`src/hdl/tsa_pkg.sv`:
```
package tsa_pkg;

  // Data widths
  localparam int ANGLE_W = 32;
  localparam int SINE_W  = 40;
  localparam int COEF_W  = 42;   // Q.40 signed coefficients, c(0) = 1.0
  localparam int ACC_W   = 50;   // Horner accumulator, |acc| stays below 2^48
  localparam int Y_W     = 64;   // x*x kept exactly (Q6.56)
  localparam int MOP_W   = 33;   // multiplier operand: one 32-bit chunk plus sign
  localparam int PP_W    = 2 * MOP_W;
  localparam int PROD_W  = 116;  // partial product accumulator
  localparam int Y_SHIFT = 56;
  localparam int OUT_SHIFT = 40;

  localparam logic signed [SINE_W-1:0] SINE_MAX = {1'b0, {(SINE_W-1){1'b1}}};
  localparam logic signed [SINE_W-1:0] SINE_MIN = {1'b1, {(SINE_W-1){1'b0}}};

  // Step addresses of the sequencer program
  localparam int PC_W = 4;
  localparam logic [PC_W-1:0] PC_IDLE = 4'd0;
  localparam logic [PC_W-1:0] PC_SQ   = 4'd1;
  localparam logic [PC_W-1:0] PC_SQW  = 4'd2;
  localparam logic [PC_W-1:0] PC_H0   = 4'd3;
  localparam logic [PC_W-1:0] PC_H1   = 4'd4;
  localparam logic [PC_W-1:0] PC_H2   = 4'd5;
  localparam logic [PC_W-1:0] PC_H3   = 4'd6;
  localparam logic [PC_W-1:0] PC_H4   = 4'd7;
  localparam logic [PC_W-1:0] PC_H5   = 4'd8;
  localparam logic [PC_W-1:0] PC_F0   = 4'd9;
  localparam logic [PC_W-1:0] PC_F1   = 4'd10;
  localparam logic [PC_W-1:0] PC_F2   = 4'd11;
  localparam logic [PC_W-1:0] PC_FO   = 4'd12;

  // Multiplier operand A select
  localparam logic [1:0] MA_X      = 2'd0;
  localparam logic [1:0] MA_ACC_LO = 2'd1;
  localparam logic [1:0] MA_ACC_HI = 2'd2;

  // Multiplier operand B select
  localparam logic [1:0] MB_X    = 2'd0;
  localparam logic [1:0] MB_Y_LO = 2'd1;
  localparam logic [1:0] MB_Y_HI = 2'd2;

  // Product accumulator operation
  localparam logic [1:0] P_HOLD  = 2'd0;
  localparam logic [1:0] P_LOAD  = 2'd1;
  localparam logic [1:0] P_ADD32 = 2'd2;
  localparam logic [1:0] P_ADD64 = 2'd3;

  // Register write-back
  localparam logic [1:0] WB_NONE = 2'd0;
  localparam logic [1:0] WB_Y    = 2'd1;
  localparam logic [1:0] WB_ACC  = 2'd2;

  // Sequencing
  localparam logic [2:0] SQ_NEXT  = 3'd0;
  localparam logic [2:0] SQ_JUMP  = 3'd1;
  localparam logic [2:0] SQ_START = 3'd2;
  localparam logic [2:0] SQ_KZERO = 3'd3;
  localparam logic [2:0] SQ_LOOP  = 3'd4;
  localparam logic [2:0] SQ_EMIT  = 3'd5;

  typedef struct packed {
    logic [1:0]      mul_a;
    logic [1:0]      mul_b;
    logic [1:0]      prod_op;
    logic [1:0]      wb;
    logic [2:0]      seq;
    logic [PC_W-1:0] target;
  } uword_t;

  function automatic uword_t uw(logic [1:0] a, logic [1:0] b, logic [1:0] p,
                                logic [1:0] w, logic [2:0] s, logic [PC_W-1:0] t);
    uword_t u;
    u.mul_a   = a;
    u.mul_b   = b;
    u.prod_op = p;
    u.wb      = w;
    u.seq     = s;
    u.target  = t;
    return u;
  endfunction

  // Program store: one control word per step
  function automatic uword_t ucode(logic [PC_W-1:0] pc);
    uword_t u;
    case (pc)
      PC_IDLE: u = uw(MA_X,      MB_X,    P_HOLD,  WB_NONE, SQ_START, PC_SQ);
      PC_SQ:   u = uw(MA_X,      MB_X,    P_HOLD,  WB_NONE, SQ_NEXT,  PC_IDLE);
      PC_SQW:  u = uw(MA_X,      MB_X,    P_HOLD,  WB_Y,    SQ_KZERO, PC_F0);
      PC_H0:   u = uw(MA_ACC_LO, MB_Y_LO, P_HOLD,  WB_NONE, SQ_NEXT,  PC_IDLE);
      PC_H1:   u = uw(MA_ACC_LO, MB_Y_HI, P_LOAD,  WB_NONE, SQ_NEXT,  PC_IDLE);
      PC_H2:   u = uw(MA_ACC_HI, MB_Y_LO, P_ADD32, WB_NONE, SQ_NEXT,  PC_IDLE);
      PC_H3:   u = uw(MA_ACC_HI, MB_Y_HI, P_ADD32, WB_NONE, SQ_NEXT,  PC_IDLE);
      PC_H4:   u = uw(MA_X,      MB_X,    P_ADD64, WB_NONE, SQ_NEXT,  PC_IDLE);
      PC_H5:   u = uw(MA_X,      MB_X,    P_HOLD,  WB_ACC,  SQ_LOOP,  PC_H0);
      PC_F0:   u = uw(MA_ACC_LO, MB_X,    P_HOLD,  WB_NONE, SQ_NEXT,  PC_IDLE);
      PC_F1:   u = uw(MA_ACC_HI, MB_X,    P_LOAD,  WB_NONE, SQ_NEXT,  PC_IDLE);
      PC_F2:   u = uw(MA_X,      MB_X,    P_ADD32, WB_NONE, SQ_NEXT,  PC_IDLE);
      PC_FO:   u = uw(MA_X,      MB_X,    P_HOLD,  WB_NONE, SQ_EMIT,  PC_IDLE);
      default: u = uw(MA_X,      MB_X,    P_HOLD,  WB_NONE, SQ_JUMP,  PC_IDLE);
    endcase
    return u;
  endfunction

  // (-1)^k * round(2^40 / (2k+1)!), zero once below half an LSB
  function automatic logic signed [COEF_W-1:0] coef(logic [3:0] k);
    logic signed [COEF_W-1:0] c;
    case (k)
      4'd0:    c =  42'sd1099511627776;
      4'd1:    c = -42'sd183251937963;
      4'd2:    c =  42'sd9162596898;
      4'd3:    c = -42'sd218157069;
      4'd4:    c =  42'sd3029959;
      4'd5:    c = -42'sd27545;
      4'd6:    c =  42'sd177;
      4'd7:    c = -42'sd1;
      default: c =  42'sd0;
    endcase
    return c;
  endfunction

endpackage

```
`src/hdl/taylor_sine_approximator_top.sv`:
```
// Channel   | Direction | Payload                                  | Handshake
// s_axis    | in        | tdata[31:0] angle (Q3.28)                 | tvalid/tready
// m_axis    | out       | tdata[39:0] sine_value (Q11.28),          | tvalid/tready
//           |           | tuser[0] overflow                        |
// cfg       | in        | cfg_wdata[3:0] term_count                 | cfg_wen, no wait
//
// An angle request is taken only in the idle step; the sequencer then forms x*x, runs one
// Horner step per term beyond the first (N = clamped term count) and multiplies by x; it
// ends one request before taking the next. All of it uses the one 33x33 multiplier that a
// microcoded sequencer shares: x*x, four partial products per Horner step, two for acc*x.
// Reset (rst, synchronous) returns the sequencer to idle, empties the output
// register and sets term_count to 6. The result waits in an output register, so
// the next request is taken while an earlier result is still stalled downstream;
// the sequencer holds on its last step only if that register is still full.
module taylor_sine_approximator_top #(
  parameter int MAX_TERMS = 8
) (
  input  logic        clk,
  input  logic        rst,
  input  logic        s_axis_tvalid,
  output logic        s_axis_tready,
  input  logic [31:0] s_axis_tdata,   // [31:0] angle
  output logic        m_axis_tvalid,
  input  logic        m_axis_tready,
  output logic [39:0] m_axis_tdata,   // [39:0] sine_value
  output logic [0:0]  m_axis_tuser,   // [0] overflow
  input  logic        cfg_wen,
  input  logic [3:0]  cfg_wdata       // term_count
);

  localparam int K_W = $clog2(MAX_TERMS + 1);

  // Configuration
  logic [3:0] term_count;

  // Sequencer
  logic [tsa_pkg::PC_W-1:0] pc;
  logic [tsa_pkg::PC_W-1:0] pc_next;
  tsa_pkg::uword_t          uw;

  // Datapath
  logic signed [tsa_pkg::ANGLE_W-1:0] x;
  logic [tsa_pkg::Y_W-1:0]            y;
  logic signed [tsa_pkg::ACC_W-1:0]   acc;
  logic [K_W-1:0]                     k;
  logic signed [tsa_pkg::MOP_W-1:0]   ma;
  logic signed [tsa_pkg::MOP_W-1:0]   mb;
  logic signed [tsa_pkg::PP_W-1:0]    pp;
  logic signed [tsa_pkg::PROD_W-1:0]  pp_ext;
  logic signed [tsa_pkg::PROD_W-1:0]  prod;

  logic                               in_acc;
  logic                               out_free;
  logic [K_W-1:0]                     n_terms;
  logic signed [tsa_pkg::COEF_W-1:0]  c_load;
  logic signed [tsa_pkg::COEF_W-1:0]  c_step;
  logic                               fits;
  logic signed [tsa_pkg::SINE_W-1:0]  sine_sat;

  assign uw            = tsa_pkg::ucode(pc);
  assign s_axis_tready = (pc == tsa_pkg::PC_IDLE);
  assign in_acc        = s_axis_tvalid && s_axis_tready;
  assign out_free      = !m_axis_tvalid || m_axis_tready;

  // Clamp the term count to what the coefficient table serves
  assign n_terms = (term_count > 4'(MAX_TERMS)) ? K_W'(MAX_TERMS) : K_W'(term_count);
  assign c_load  = tsa_pkg::coef(4'(n_terms - 1'b1));
  assign c_step  = tsa_pkg::coef(4'(k - 1'b1));

  always_ff @(posedge clk) begin
    if (rst) begin
      term_count <= 4'd6;
    end else if (cfg_wen) begin
      term_count <= cfg_wdata;
    end
  end

  // Step counter with conditional jumps
  always_comb begin
    pc_next = pc + 1'b1;
    case (uw.seq)
      tsa_pkg::SQ_NEXT:  pc_next = pc + 1'b1;
      tsa_pkg::SQ_JUMP:  pc_next = uw.target;
      tsa_pkg::SQ_START: pc_next = in_acc ? uw.target : pc;
      tsa_pkg::SQ_KZERO: pc_next = (k == '0) ? uw.target : pc + 1'b1;
      tsa_pkg::SQ_LOOP:  pc_next = (k != K_W'(1)) ? uw.target : pc + 1'b1;
      tsa_pkg::SQ_EMIT:  pc_next = out_free ? uw.target : pc;
      default:           pc_next = tsa_pkg::PC_IDLE;
    endcase
  end

  always_ff @(posedge clk) begin
    if (rst) begin
      pc <= tsa_pkg::PC_IDLE;
    end else begin
      pc <= pc_next;
    end
  end

  // Shared multiplier: 33x33 signed, product registered
  always_comb begin
    case (uw.mul_a)
      tsa_pkg::MA_ACC_LO: ma = {1'b0, acc[31:0]};
      tsa_pkg::MA_ACC_HI: ma = {{(tsa_pkg::MOP_W-(tsa_pkg::ACC_W-32)){acc[tsa_pkg::ACC_W-1]}},
                                acc[tsa_pkg::ACC_W-1:32]};
      default:            ma = {x[tsa_pkg::ANGLE_W-1], x};
    endcase
    case (uw.mul_b)
      tsa_pkg::MB_Y_LO: mb = {1'b0, y[31:0]};
      tsa_pkg::MB_Y_HI: mb = {1'b0, y[63:32]};
      default:          mb = {x[tsa_pkg::ANGLE_W-1], x};
    endcase
  end

  always_ff @(posedge clk) begin
    pp <= ma * mb;
  end

  assign pp_ext = {{(tsa_pkg::PROD_W-tsa_pkg::PP_W){pp[tsa_pkg::PP_W-1]}}, pp};

  // Partial product accumulator
  always_ff @(posedge clk) begin
    case (uw.prod_op)
      tsa_pkg::P_LOAD:  prod <= pp_ext;
      tsa_pkg::P_ADD32: prod <= prod + (pp_ext <<< 32);
      tsa_pkg::P_ADD64: prod <= prod + (pp_ext <<< 64);
      default:          prod <= prod;
    endcase
  end

  // Operand registers: load on acceptance, write back as the program says
  always_ff @(posedge clk) begin
    if (in_acc) begin
      x <= s_axis_tdata;
      if (n_terms == '0) begin
        k   <= '0;
        acc <= '0;
      end else begin
        k   <= n_terms - 1'b1;
        acc <= {{(tsa_pkg::ACC_W-tsa_pkg::COEF_W){c_load[tsa_pkg::COEF_W-1]}}, c_load};
      end
    end else begin
      case (uw.wb)
        tsa_pkg::WB_Y: begin
          y <= pp[tsa_pkg::Y_W-1:0];
        end
        tsa_pkg::WB_ACC: begin
          // acc = c(k-1) + floor(acc*y / 2^56)
          acc <= {{(tsa_pkg::ACC_W-tsa_pkg::COEF_W){c_step[tsa_pkg::COEF_W-1]}}, c_step}
                 + prod[tsa_pkg::Y_SHIFT+tsa_pkg::ACC_W-1:tsa_pkg::Y_SHIFT];
          k   <= k - 1'b1;
        end
        default: begin
        end
      endcase
    end
  end

  // Take floor(acc*x / 2^40) and saturate to 40 signed bits
  localparam int TOP_LO = tsa_pkg::OUT_SHIFT + tsa_pkg::SINE_W - 1;
  assign fits = (prod[tsa_pkg::PROD_W-1:TOP_LO] == '0)
             || (prod[tsa_pkg::PROD_W-1:TOP_LO] == '1);
  assign sine_sat = fits ? prod[TOP_LO:tsa_pkg::OUT_SHIFT]
                  : (prod[tsa_pkg::PROD_W-1] ? tsa_pkg::SINE_MIN : tsa_pkg::SINE_MAX);

  // Output register
  always_ff @(posedge clk) begin
    if (rst) begin
      m_axis_tvalid <= 1'b0;
    end else if (uw.seq == tsa_pkg::SQ_EMIT && out_free) begin
      m_axis_tvalid <= 1'b1;
    end else if (m_axis_tready) begin
      m_axis_tvalid <= 1'b0;
    end
  end

  always_ff @(posedge clk) begin
    if (uw.seq == tsa_pkg::SQ_EMIT && out_free) begin
      m_axis_tdata    <= sine_sat;
      m_axis_tuser[0] <= !fits;
    end
  end

  // Checks
  a_accept_starts : assert property (@(posedge clk) disable iff (rst)
    in_acc |=> (pc == tsa_pkg::PC_SQ))
    else $error("accepted request did not start the program");

  a_k_range : assert property (@(posedge clk) disable iff (rst)
    (pc != tsa_pkg::PC_IDLE) |-> (k < K_W'(MAX_TERMS)))
    else $error("term index beyond table");

  a_valid_from_emit : assert property (@(posedge clk) disable iff (rst)
    $rose(m_axis_tvalid) |-> ($past(pc) == tsa_pkg::PC_FO))
    else $error("result raised outside the emit step");

  a_ovf_saturates : assert property (@(posedge clk) disable iff (rst)
    (m_axis_tvalid && m_axis_tuser[0]) |->
      (m_axis_tdata == tsa_pkg::SINE_MAX || m_axis_tdata == tsa_pkg::SINE_MIN))
    else $error("overflow without saturated value");

endmodule

```
`config.mk`:
```
export PLATFORM = sky130hd
export DESIGN_NAME = taylor_sine_approximator_top
export DESIGN_NICKNAME = d
export VERILOG_FILES = /design/src/hdl/tsa_pkg.sv /design/src/hdl/taylor_sine_approximator_top.sv
export SDC_FILE = /design/constraint.sdc
export NUM_CORES = 2
export LEC_CHECK = 0
export BUFFER_PORTS_ARGS = -buffer_cell sky130_fd_sc_hd__buf_2
export CAP_MARGIN = 20
export CORE_UTILIZATION = 30
export CTS_BUF_LIST = sky130_fd_sc_hd__clkbuf_16
export DETAILED_ROUTE_END_ITERATION = 6
export SLEW_MARGIN = 0
export SYNTH_ARGS = -nofsm -noshare
export SYNTH_HDL_FRONTEND = slang
export SYNTH_SLANG_ARGS = --single-unit
```
`constraint.sdc`:
```
create_clock -name clk -period 10 [get_ports clk]
set_input_delay 2.5 -clock clk [delete_from_list [all_inputs] [get_ports clk]]
set_output_delay 2.5 -clock clk [all_outputs]
set_load 0.1 [all_outputs]
```
Yosys cells after proc, flatten, opt, wreduce, memory -nomap -nowiden:

Memory sizes are Yosys's and may differ from the RTL's. A register that Yosys moved wholly into a read port is not among the register bits.
Index checks and enable logic that the tools add are counted.

* add/subtract/negate cells: 6
* multiply operators: 1
* order comparisons: 1
* eq/ne operators: 18
* muxes and demuxes: 23
* bitwise gates (word level): 1
* reduce and logical (&&, ||, !) cells: 16

Operators by type and width (number)
* case mux 116 bit (3 select lines): 1
* two-way mux 50 bit: 3
* case mux 33 bit (2 select lines): 2
* adder 116 bit: 1
* adder 116 x 98 -> 116 bit: 1
* two-way mux 42 bit: 2
* two-way mux 40 bit: 2
* multiplier 33 x 33 -> 66 bit: 1
* adder 50 bit: 1
* two-way mux 4 bit: 10
* equality test 37 bit (second input constant): 1
* zero test 37 bit: 1
* case mux 4 bit (6 select lines): 1
* zero test 4 bit: 3
* equality test 2 bit (second input constant): 5
* equality test 2 x 1 -> 1 bit (second input constant): 4
* subtractor 4 x 1 -> 4 bit (second input constant): 2
* equality test 3 x 2 -> 1 bit (second input constant): 2
* equality test 3 bit (second input constant): 2
* adder 4 x 1 -> 4 bit (second input constant): 1
* > comparator 4 bit (second input constant): 1
* != test 2 bit (second input constant): 2
* != test 4 x 1 -> 1 bit (second input constant): 1
* AND reduction 2 bit: 2
* 9 further kinds: 14

* bits in registers: 382
* memory bits (read-only): 896
* bits of input ports: 41
* output and inout port bits: 43
* word-level logic and storage cells: 80
* memories: 3

Memories
* (name not given): words 8, width 42, rd ports 1, clocked after Yosys merged registers in 0, write ports 0, line tsa_pkg.sv:109 `case (k)`
* (name not given): words 8, width 42, rd ports 1, clocked after Yosys merged registers in 0, write ports 0, line tsa_pkg.sv:109
* (name not given): words 16, width 14, rd ports 1, clocked after Yosys merged registers in 1, write ports 0, line tsa_pkg.sv:87 `case (pc)`

Longest topological paths before layout:

An unclocked memory read counts as a cell.

* depth in word-level cells: 7
* gate-level depth with buffers: 35
* gate-level depth less buffers: 32

Worst setup path after synthesis:

Ideal clock, no wire load.

* path type: flip-flop to flip-flop
* from: register, netlist name uw[13]
* to: register pp[64] (netlist name)
* setup time: 0.072 ns
* arrival: 8.941 ns
* data required time: 9.928 ns
* path slack: 0.987 ns
* cell stages (with the launch flop): 35
* buffers on the path: 4
* clock period less this slack: 9.013 ns
* path through: dfxtp_1 inv_1 ha_1 clkbuf_1 a21oi_1 clkbuf_1 or2_2 clkbuf_1 nor2_1 fa_1 inv_1 fa_1 inv_1 fa_1 inv_1 fa_1 inv_1 fa_1 fa_1 fa_1 inv_1 fa_1 inv_1 ha_1 clkbuf_1 a21o_1 a21o_1 a2111oi_0 o21ai_0 nor4_1 nand3_1 a41oi_2 o21ai_1 a311oi_2 xnor2_1

* longest elaborated chain between the ends: 3
* elaborated cells on any way between the ends: 4
* classes of those cells: mul: 1; eq/ne: 2; mux: 1

RTL lines
* equality test 2 bit / equality test 2 x 1 -> 1 bit (equally long branches): line taylor_sine_approximator_top.sv:102 `case (uw.mul_a)`
* case mux 33 bit (2 select lines) (*): line taylor_sine_approximator_top.sv:102
* multiplier 33 x 33 -> 66 bit (*): line taylor_sine_approximator_top.sv:116 `pp <= ma * mb;`
* end signal, assigned: line taylor_sine_approximator_top.sv:116
* end, declared: line taylor_sine_approximator_top.sv:48 `logic signed [tsa_pkg::PP_W-1:0] pp;`

Every way passes the cells marked *; elsewhere a longest branch is shown, timed or not.
A chain may end at the register's enable or synchronous reset.

Worst setup path in the final report:

* from: register, netlist name uw[12]
* to: register pp[64] (netlist name)

* longest elaborated chain between the ends: 3
* elaborated cells on any way between the ends: 4
* classes of those cells: mul: 1; eq/ne: 2; mux: 1

RTL lines
* equality test 2 bit / equality test 2 x 1 -> 1 bit (equally long branches): line taylor_sine_approximator_top.sv:108 `case (uw.mul_b)`
* case mux 33 bit (2 select lines) (*): line taylor_sine_approximator_top.sv:108
* multiplier 33 x 33 -> 66 bit (*): line taylor_sine_approximator_top.sv:116

Marks and branches as above.

==> flow_summary.json <==
{
  "status": "complete, no violations",
  "htree_levels": 2,
  "hold_viol": 0,
  "nets": 8591,
  "start_util": 0.302,
  "syn_area_per_cell_um2": 9.07,
  "hold_path_class": "flip-flop to flip-flop",
  "reg2reg_slack_ns": 0.25,
  "pre_cts_slack_ns": 0.222,
  "yosys_warnings": 0,
  "endpoint_kind": "flip-flop",
  "reg2reg_to": "pp[64]",
  "synth_ff_type": "edfxtp_1",
  "maxCapViolCount": 0,
  "r2r_start": "uw[12]",
  "drtIter0Drc": 4658,
  "r2r_cells": 33,
  "startpoint": "uw[12]",
  "synthDistinctLibCells": 88,
  "finalInstanceArea_mm2": 0.0691,
  "cpMostUsedCell": "fa_1",
  "io_buffers": 83,
  "crit_path_top_delay_cell": "a22oi_1",
  "antenna_found_initial": 6,
  "critPathCapture": "pp[64]",
  "synthesis.area_mm2": 0.0624,
  "core_mm2": 0.207,
  "grt_max_degree": 74,
  "viasPerCell": 5.24,
  "dr.pass1.iters": 6,
  "path_max_fanout": 32,
  "finalCritPeriodShare": 0.975,
  "rows": 167,
  "grt_pass1_vias": 53400,
  "grt_pass1_wl_um": 365000,
  "via_count": 51000,
  "finClkSkew_ns": 0.0583,
  "fp.dieH_um": 458,
  "cts_buffers": 41,
  "fin_crit_ns": 9.75,
  "grt_usage": 0.237,
  "wl_per_cell_um": 25.6,
  "wl_um": 249000,
  "ys_seq_area_frac": 0.160,
  "fin_ws_ns": 0.253,
  "dpl.hpwl_um": 206000,
  "setup_viol": 0,
  "root_buffer": "clkbuf_16",
  "rsz0062_at_grt": "no",
  "syn_inst": 6881,
  "async_flop_share": 0,
  "die_w_um": 458,
  "clock_path_buffers": 3,
  "synth-edff-count": 275,
  "cp.arrival_ns": 10.26,
  "drtAntennaViolNets": 0,
  "drv_slew": 0,
  "drc": 0,
  "crit_type": "flip-flop to flip-flop",
  "area_growth_pct": 10.7,
  "cp.required_ns": 10.52,
  "final_cell_mix": "inv_1 (1,193), fa_1 (1,148), nand2_1 (804)",
  "cts.sinks": 362,
  "cts_setup_buffers": 0,
  "slowest_delay_ns": 0.63,
  "die_area_mm2": 0.210,
  "grt-ovfl-total": 0,
  "max_freq_mhz": 103,
  "gp_routability_congestion": 0.995,
  "final_common_cell": "inv_1",
  "ys_ff_latch": 362,
  "path_clk_slew_ns": 0.06,
  "maxSlewHeadroom": 0.269,
  "cp-start-kind": "flip-flop",
  "io_pins": 84,
  "timing.setup.tns_ns": 0,
  "cts_tree": "built",
  "dpl_cell_area_mm2": 0.0678,
  "drive_above_1_share": 0.0753,
  "synth_nets": 8493,
  "tightest_slew_ns": 1.09,
  "clk_latency_ns": 0.65
}
synthesized netlist by cell type (23+ instances only):
cell / number / area, um^2
o221ai_1: 23 / 201
o21bai_1: 50 / 375
dfxtp_1: 87 / 1740
o21ai_1: 56 / 280
a22oi_1: 53 / 398
fa_1: 1148 / 23000
nor2_1: 759 / 2850
nand4_1: 63 / 394
a21o_1: 173 / 1300
nand3_1: 69 / 345
ha_1: 423 / 5290
a211oi_1: 37 / 278
clkbuf_1: 300 / 1130
and3_1: 35 / 219
and2_1: 30 / 188
a21oi_1: 307 / 1540
xor2_1: 75 / 657
o21ai_0: 236 / 1180
o211ai_1: 23 / 173
nand2b_1: 31 / 194
o21a_1: 93 / 698
nor3_1: 48 / 240
nand2_1: 804 / 3020
xnor2_1: 158 / 1380
a31oi_1: 28 / 175
edfxtp_1: 275 / 8260
inv_1: 1187 / 4460
area by class of cell:
type | count | area (um^2)
clock buffer | 42 | 1050
antenna | 2 | 5.00
clock inverter | 34 | 289
tap | 2704 | 3380
multi-input combinational | 5005 | 46900
inverter | 1190 | 4470
fill | 21400 | 138000
sequential | 362 | 10000
timing repair buffer | 379 | 3040
logic make-up after synthesis:
kind of cell / count (synthesis) / share of synthesized area
AND/OR/NAND/NOR: 1949 / 0.132
adder cells (fa/ha/maj): 1571 / 0.453
buffers and inverters: 1514 / 0.0914
AO/OA/AOI/OAI: 1233 / 0.128
flip-flops: 362 / 0.160
XOR/XNOR: 233 / 0.0327
multiplexers: 19 / 0.00307
how the worst min path moves through the flow:
stage | start | to | slack (ns) | cells past startpoint
3_3_place_gp | uw[8] | pc[1] | 0.51 | 2
3_5_place_dp | m_axis_tvalid | m_axis_tvalid | 0.53 | 2
6_report | uw[8] | pc[1] | 0.53 | 2
2_1_floorplan | pp[54] | y[54] | 0.44 | 0
5_1_grt | uw[8] | pc[1] | 0.57 | 2
4_1_cts | uw[8] | pc[1] | 0.54 | 2
worst max-delay path, delay by kind of cell, from the launching register on:
family / cells / cell delay (ns)
adders and majority gates: 10 / 4.44
AOI/OAI and AO/OA: 9 / 2.95
buffers and inverters: 10 / 1.38
DFF: 1 / 0.37
and+or+nand+nor: 3 / 0.32
xor gates and xnor gates: 1 / 0.16
sequential cells by signal, indices dropped and copies added (netlist names):
| register | count |
|---|---|
| m_axis_tvalid | 1 |
| term_count | 4 |
| x | 32 |
| m_axis_tdata | 40 |
| uw | 12 |
| pc | 4 |
| prod | 84 |
| k | 4 |
| pp | 66 |
| acc | 50 |
| y | 64 |
| m_axis_tuser | 1 |
routing by layer:
metal | vias up | part of all wire | global-route usage
met3 | 564 | 0.066 | 0.0323
met4 | 4 | 0.067 | 0.131
li1 | 22200 | - | -
met5 | - | 0.00011 | 0
met1 | 26000 | 0.39 | 0.297
met2 | 2168 | 0.47 | 0.394
metrics by stage:
| stage | std cells | hold slack (ns) | util |
|---|---|---|---|
| after floorplan | 6881 | 0.437 | - |
| after global routing | 9717 | 0.574 | 0.334 |
| after global placement | 9639 | 0.513 | 0.327 |
| final | 9718 | 0.530 | 0.334 |
| after detailed placement | 9640 | 0.530 | 0.328 |
| after CTS | 9716 | 0.540 | 0.334 |
timing repair:
action / in CTS / in global routing
resized for setup: 0 / 5
hold buffers: 0 / 0
endpoints found under the hold margin: 0 / 0
endpoints found under the setup margin: 0 / 14
Power is left out: the tool's default activity adds up to more than one toggle a clock period on the data nets, which glitch-free logic cannot reach.
